File: src/rtl/core/chp_pkg.sv
// shared types, constants and the arctangent table of the compass heading core
package chp_pkg;

	// field widths
	localparam int AXIS_W  = 16;
	localparam int SCALE_W = 16;
	localparam int PROD_W  = AXIS_W + SCALE_W + 1;
	localparam int HEAD_W  = 15;

	// cordic datapath formats
	localparam int VEC_SHIFT = 30;
	localparam int VEC_W     = 49;
	localparam int ANG_W     = 31;
	localparam int HSUM_W    = 33;
	localparam int FRAC_BITS = 16;
	localparam int STEPS     = 29;

	// 180 degrees in 1/(64*65536) degree units
	localparam logic signed [HSUM_W-1:0] DEG180 = 33'sd754974720;
	localparam logic [HEAD_W-1:0] HEADING_MAX = 15'd23040;

	// configuration port
	localparam int PADDR_W = 3;
	localparam logic REG_SCALE = 1'b0;
	localparam logic [SCALE_W-1:0] SCALE_RESET = 16'd9830;

	// quadrant correction added after the rotations
	typedef enum logic [1:0] {
		BASE_NONE,
		BASE_POS,
		BASE_NEG
	} base_t;

	// payload carried through the rotation stages
	typedef struct packed {
		logic                     err;
		logic                     y_zero;
		base_t                    base;
		logic signed [VEC_W-1:0]  x;
		logic signed [VEC_W-1:0]  y;
		logic signed [ANG_W-1:0]  z;
		logic signed [AXIS_W-1:0] sx;
		logic signed [AXIS_W-1:0] sy;
		logic signed [AXIS_W-1:0] sz;
	} cordic_t;

	// finished result beat
	typedef struct packed {
		logic signed [AXIS_W-1:0] scaled_x;
		logic signed [AXIS_W-1:0] scaled_y;
		logic signed [AXIS_W-1:0] scaled_z;
		logic [HEAD_W-1:0]        heading_deg64;
		logic                     status;
	} result_t;

	// atan(2^-step) in 1/(64*65536) degree units
	function automatic logic signed [ANG_W-1:0] atan_entry(input int step);
		case (step)
			0:       return 31'sd188743680;
			1:       return 31'sd111421900;
			2:       return 31'sd58872272;
			3:       return 31'sd29884485;
			4:       return 31'sd15000234;
			5:       return 31'sd7507429;
			6:       return 31'sd3754631;
			7:       return 31'sd1877430;
			8:       return 31'sd938729;
			9:       return 31'sd469366;
			10:      return 31'sd234683;
			11:      return 31'sd117342;
			12:      return 31'sd58671;
			13:      return 31'sd29335;
			14:      return 31'sd14668;
			15:      return 31'sd7334;
			16:      return 31'sd3667;
			17:      return 31'sd1833;
			18:      return 31'sd917;
			19:      return 31'sd458;
			20:      return 31'sd229;
			21:      return 31'sd115;
			22:      return 31'sd57;
			23:      return 31'sd29;
			24:      return 31'sd14;
			25:      return 31'sd7;
			26:      return 31'sd4;
			27:      return 31'sd2;
			28:      return 31'sd1;
			default: return 31'sd0;
		endcase
	endfunction

endpackage

File: src/rtl/core/chp_finish.sv
// back end: quadrant correction, rounding to 1/64 degree and clamping
module chp_finish (
	input  logic             clk,
	input  logic             arst_n,
	input  logic             adv,
	input  logic             in_valid,
	input  chp_pkg::cordic_t in_data,
	output logic             out_valid,
	output chp_pkg::result_t out_data
);

	localparam int HW = chp_pkg::HSUM_W;
	localparam int FB = chp_pkg::FRAC_BITS;

	logic                  valid_s1, valid_s2;
	logic                  err_s1;
	logic signed [HW-1:0]  hsum_s1;
	logic signed [chp_pkg::AXIS_W-1:0] sx_s1, sy_s1, sz_s1;
	chp_pkg::result_t      res_s2;

	logic signed [HW-1:0]  z_eff, base_val, hsum;

	// angle from the rotations, zero when the y operand was zero
	assign z_eff = in_data.y_zero ? '0 : HW'(in_data.z);

	always_comb begin
		case (in_data.base)
			chp_pkg::BASE_POS: base_val = chp_pkg::DEG180;
			chp_pkg::BASE_NEG: base_val = -chp_pkg::DEG180;
			default:           base_val = '0;
		endcase
	end

	assign hsum = z_eff + base_val + chp_pkg::DEG180;

	always_ff @(posedge clk or negedge arst_n) begin
		if (!arst_n) begin
			valid_s1 <= 1'b0;
			valid_s2 <= 1'b0;
		end else if (adv) begin
			valid_s1 <= in_valid;
			valid_s2 <= valid_s1;
		end
	end

	// stage 1: heading in fine units
	always_ff @(posedge clk) begin
		if (adv) begin
			err_s1  <= in_data.err;
			hsum_s1 <= hsum;
			sx_s1   <= in_data.sx;
			sy_s1   <= in_data.sy;
			sz_s1   <= in_data.sz;
		end
	end

	// stage 2: clamp below, round half up, clamp above
	logic [HW-1:0]      h_pos;
	logic [HW-1:0]      h_rnd;
	logic [HW-FB-1:0]   h_units;
	chp_pkg::result_t   res;

	assign h_pos   = hsum_s1[HW-1] ? '0 : hsum_s1;
	assign h_rnd   = h_pos + HW'(1 << (FB - 1));
	assign h_units = h_rnd[HW-1:FB];

	always_comb begin
		res = '0;
		if (err_s1) begin
			res.status = 1'b1;
		end else begin
			res.scaled_x = sx_s1;
			res.scaled_y = sy_s1;
			res.scaled_z = sz_s1;
			if (h_units > (HW - FB)'(chp_pkg::HEADING_MAX)) begin
				res.heading_deg64 = chp_pkg::HEADING_MAX;
			end else begin
				res.heading_deg64 = h_units[chp_pkg::HEAD_W-1:0];
			end
		end
	end

	always_ff @(posedge clk) begin
		if (adv) begin
			res_s2 <= res;
		end
	end

	assign out_valid = valid_s2;
	assign out_data  = res_s2;

endmodule

File: config.mk
export PLATFORM = sky130hd
export DESIGN_NAME = chp_finish
export DESIGN_NICKNAME = d
export VERILOG_FILES = /design/src/rtl/core/chp_pkg.sv /design/src/rtl/core/chp_finish.sv
export SDC_FILE = /design/constraint.sdc
export NUM_CORES = 1
export LEC_CHECK = 0
export BUFFER_PORTS_ARGS = -buffer_cell sky130_fd_sc_hd__buf_2
export CAP_MARGIN = 30
export CORE_ASPECT_RATIO = 0.6
export CORE_UTILIZATION = 48
export CTS_CLUSTER_SIZE = 12
export DETAILED_ROUTE_END_ITERATION = 8
export GPL_ROUTABILITY_DRIVEN = 0
export PLACE_DENSITY = 0.84
export SYNTH_ARGS = -nofsm -noshare
export SYNTH_HDL_FRONTEND = slang
export SYNTH_SLANG_ARGS = --single-unit
export TNS_END_PERCENT = 20
File: constraint.sdc
create_clock -name clk -period 3.7 [get_ports clk]
set_input_delay 0.925 -clock clk [delete_from_list [all_inputs] [get_ports clk]]
set_output_delay 0.925 -clock clk [all_outputs]
set_load 0.05 [all_outputs]
# [Word-level counts from Yosys, hierarchy flattened]
# Cells that the tools add are included.
[word_totals] ff_bits=148 inputBits=185 out_inout_bits=65
[classes] n_eq_ne=2 order_cmp=1 muxes=5 addsub=3 n_reduce_logical=1
[ops] operator="one-hot mux 33 bit (2 select lines)" n=1
[ops] operator="adder 32 x 16 -> 33 bit (second input constant)" n=1
[ops] operator="adder 33 x 31 -> 33 bit (second input constant)" n=1
[ops] operator="adder 33 bit" n=1
[ops] operator="two-way mux 33 bit" n=1
[ops] operator="two-way mux 32 bit" n=1
[ops] operator="> comparator 17 x 15 -> 1 bit (second input constant)" n=1
[ops] operator="two-way mux 15 bit" n=1
[ops] operator="equality test 2 x 1 -> 1 bit (second input constant)" n=1
[ops] operator="equality test 2 bit (second input constant)" n=1
[ops] operator="OR reduction 2 bit" n=1
[ops] operator="two-way mux 1 bit" n=1

# [Depth between registers and ports, before layout]
[logic_depth] word_depth=4 depth_mapped=12

# [Least setup slack after synthesis]
# No wires, ideal clock.
[synth_timing] path_kind="input to register" start="input in_data[179] (netlist bit)" end="register hsum_s1[31], data pin" arrival_ns=2.700 path_slack_ns=0.738 path_stages=11 cell_sequence="clkbuf_1 > nor2b_1 > ha_1 > ha_1 > fa_1 > a21oi_1 > nor2_1 > nor2_1 > o21bai_1 > a21oi_1 > xor2_1"
[synth_via] elab_chain_cells=3
[synth_lines] item="from (decl)" line_no="chp_finish.sv:7" rtl="input chp_pkg::cordic_t in_data,"
[synth_lines] item="two-way mux 33 bit" line_no="chp_finish.sv:24" rtl="assign z_eff = in_data.y_zero ? '0 : HW'(in_data.z);"
[synth_lines] item="adder 33 bit" line_no="chp_finish.sv:34" rtl="assign hsum = z_eff + base_val + chp_pkg::DEG180;"
[synth_lines] item="adder 33 x 31 -> 33 bit" line_no="chp_finish.sv:34"
[synth_lines] item="named net hsum[31]" line_no="chp_finish.sv:21" rtl="logic signed [HW-1:0] z_eff, base_val, hsum;"
[synth_lines] item="to (signal assigned)" line_no="chp_finish.sv:50" rtl="hsum_s1 <= hsum;"
[synth_lines] item="to (decl)" line_no="chp_finish.sv:17" rtl="logic signed [HW-1:0] hsum_s1;"
# The timed path passes the listed nets, and every way through them passes these cells.
# A chain may end at the register's enable or synchronous reset.

# [Worst setup path after layout]
[layout_timing] start="register hsum_s1[32]" end="register res_s2 (netlist bit out_data[3]), data pin"
[layout_via] elab_chain_cells=4
[layout_lines] item="two-way mux 32 bit (*)" line_no="chp_finish.sv:63" rtl="assign h_pos = hsum_s1[HW-1] ? '0 : hsum_s1;"
[layout_lines] item="adder 32 x 16 -> 33 bit (*)" line_no="chp_finish.sv:64" rtl="assign h_rnd = h_pos + HW'(1 << (FB - 1));"
[layout_lines] item="> comparator 17 x 15 -> 1 bit" line_no="chp_finish.sv:75" rtl="if (h_units > (HW - FB)'(chp_pkg::HEADING_MAX)) begin"
[layout_lines] item="OR reduction 2 bit (no source line)"
[layout_lines] item="to (signal assigned)" line_no="chp_finish.sv:85" rtl="res_s2 <= res;"
[layout_lines] item="to (decl)" line_no="chp_finish.sv:19" rtl="chp_pkg::result_t res_s2;"
# Mark *: on every way between the ends. The rest lies on a longest branch, timed or not.

==> results.md <==
* Post-DR wirelength/cell at between 15 and 20 µm
* Ys flop type: edfxtp_1
* Largest family of logic cells by synthesized area: simple AND/OR/NAND/NOR gates
* Commonest non-fill, non-tap cell in the layout: buf_2
* Drt first pass iters at 4
* Post-Synth Adder-Cell Area at 0.04028
* Required time worst endpoint at between 3 and 4 ns
* Vias in the first global route at 3349
* Htree depth at 4
* Die width at ~140 µm
* CP top delay family: simple AND/OR/NAND/NOR gates
* Worst path slowest cell: o2bb2ai_1
* CP Capture Type: register
* Clk buf depth at 2
* Total global routing overflow at 0
* Syn nets at between 500 and 600
* # setup viols final at 0
* Post-synthesis xor/xnor area fraction at 0.02880
* Hold_buf cts at 0
* Final Max Tran Viols at 0
* Mux share of post-synthesis cell area at 0.009961
* Mapped Area at between 5000 and 6000 µm²
* Minimum clock period at roughly 2.9 ns
* CP max stage delay at about 0.54 ns
* Outcome: finished clean
* Commonest non-fill, non-tap cells in the layout: buf_2 (135), edfxtp_1 (131), nor2b_1 (64)
* Worst path cell trace: buf_4, or2b_1, nor4_1, nand2b_1, mux2i_1, o2bb2ai_1, buf_4, nor4b_2
* Largest net degree at the start of global routing at 41
* Post-Place Cells at approximately 670
* WHS at roughly 0.29 ns
* # DRC at 0
* Clock Latency Late Sink at roughly 0.40 ns
* RSZ-0062 raised after global routing: false
* Inserted Diodes at 0
* Arrival time at the worst endpoint at around 3 ns
* Root Buffer: clkbuf_16
* Slew margin rel. at 0.5679
* Synth Area in Compound Gates at 0.04223
* Internal power at ~3.1 mW
* Pwr dens at 581.1 nW/µm²
* Postcts setup bufs at 0
* FF-to-FF End: out_data[3]
* I/O pin count at 250
* Simple-Gate Fraction of Synth Area at 0.1620
* Leak Pwr at roughly 2.9 nW
* Avg Vias per Cell at just under 5
* Port Buf Inserts at ~140
* Non-filler cells, final at approximately 700
* Starting Density at 0.5014
* ANT nets after route at 0
* First-pass GRT wire length at about 17 mm
* Crit Path Class: reg -> reg
* Comb pwr share at 0.140
* Async S/R FF share, synth at 0.01504
* Final worst path period share at 0.7876
* DRT iter0 DRCs at approximately 250
* Setup_tns at 0 ns
* GRT Resource Usage Total at 0.1851
* Peak supply drop at approximately 0.29 mV
* Syn-to-layout area delta at 26.18%
* Synth Instances at roughly 370
* Reg2Reg Setup Slack at slightly below 0.8 ns
* Max_cap viols at 0
* CP bufs+invs at 2
* Crit path from: hsum_s1[32]
* Worst hold path class: in -> async
* Critical R2R Launch: hsum_s1[32]
* Synth cell types at just under 60
* Clock transition at the registers of the reported paths at ~0.060 ns
* CTS tree: done
* Type of origin of the critical path: register
* Core Area at 11520 µm²
* Die H at between 80 and 90 µm
* Synth Register Bits at between 100 and 150
* Worst clock skew at around 0.0067 ns
* Post-synthesis sequential area ratio at 0.6895
* CTS resizes at 0
* Seq pwr share at 0.442
* Switching share of power at 0.2593
* Share of cells above drive strength 1 at 0.3829
* Worst-Margin Slew at roughly 0.64 ns
* Initial antenna violation count at 0
* Synth warn at 0
* Most frequent CP cell: buf_4
* EDFF count, synth at 131
* Syn_area_per_cell at 15.45 µm²
* Cts bufs inserted at 17
* Total number of vias at 3450
* Post-DP HPWL at 7.898 mm
* Post-Route WL at between 10 and 15 mm
* CTS sink count at roughly 130
* CP max FO at 20
* Final Hold Fails at 0
* Total die area at approximately 12000 µm²
* NumNets Final at around 730
* Clk pwr share at 0.418
* Net Switching at roughly 1.1 mW
* Worst r2r path cells at 8
* Max Clk Rate at about 340 MHz
* Row count at 30
how the worst max path moves through the flow:
stage | end | slack, ns | cells after the start
after floorplan | hsum_s1[31] | 0.74 | 11
after global placement | hsum_s1[31] | 0.46 | 12
after detailed placement | hsum_s1[31] | 0.43 | 12
after CTS | out_data[3] | 0.78 | 8
after global routing | out_data[5] | 0.60 | 8
final | out_data[3] | 0.79 | 8
routing by layer:
| layer | GRT usage | up-vias | wire, µm |
|---|---|---|---|
| met5 | 0 | - | 0 |
| met4 | 0.06673 | 0 | 79 |
| met3 | 0.06487 | 10 | 865 |
| met2 | 0.2785 | 133 | 4933 |
| met1 | 0.2494 | 1629 | 5072 |
| li1 | - | 1678 | - |
final cells by class:
type	count	area (µm²)
Clock inverter	14	198.9
Inverter	19	71.32
Multi-Input combinational cell	209	1637
Timing Repair Buffer	145	770.7
Tap cell	160	200.2
Clock buffer	18	429.2
Sequential cell	133	3984
Fill cell	875	4233
cells in the mapped netlist, drive strengths merged (2+ instances only):
master	instances	area (µm²)
xnor2	11	96.34
nand4b	3	41.29
inv	19	71.32
nor3	7	56.31
ha	17	212.7
o21ai	3	15.01
a21oi	6	30.03
clkbuf	7	26.28
nor4	14	150.1
nor2b	64	400.4
nand4	3	25.02
a21o	2	16.27
or3	2	13.77
a2111oi	2	42.54
o311ai	2	35.04
nand2b	8	50.05
mux2i	2	20.02
xor2	8	70.07
nand2	11	41.29
o31a	2	17.52
edfxtp	131	3934
nor2	11	41.29
buf	5	50.04
dfrtp	2	50.05
a31oi	2	12.51
nand3	7	40.04
mux2	3	37.53
o21bai	2	15.01
or2b	3	25.03
power by group through the flow:
| stage | Clock, mW | Sequential, mW | Combinational, mW |
|---|---|---|---|
| final | 1.77 | 1.87 | 0.594 |
| after global routing | 1.87 | 1.88 | 0.641 |
| after CTS | 1.80 | 1.88 | 0.585 |
| after detailed placement | 0 | 1.91 | 0.583 |
| after global placement | 0 | 1.90 | 0.565 |
| after floorplan | 0 | 2.07 | 0.245 |
flip-flops by register name, indices dropped and copies added, names as in the netlist:
signal and flops:
valid_s1 1, sy_s1 16, out_valid 1, hsum_s1 18, out_data 64, sz_s1 16
sx_s1 16, err_s1 1
stage by stage:
step / worst slack [ns] / total power [mW] / area [µm²] / utilization
after floorplan: 0.7377 / 2.312 / 5778 / -
after global placement: 0.4646 / 2.464 / 6628 / 0.5751
after detailed placement: 0.4264 / 2.492 / 6635 / 0.5758
after CTS: 0.7846 / 4.267 / 7263 / 0.6303
after global routing: 0.5972 / 4.401 / 7291 / 0.6327
final: 0.7858 / 4.237 / 7291 / 0.6327
logic make-up (layout without fill, tap and decap cells):
group | Yosys count | count (layout)
AND/OR/NAND/NOR | 139 | 139
flip-flops | 133 | 133
buffers and inverters | 32 | 196
AO/OA/AOI/OAI | 28 | 28
XOR/XNOR | 19 | 19
adder cells (fa/ha/maj) | 18 | 18
multiplexers | 5 | 5
No activity file was read; power rests on OpenSTA's default activity.
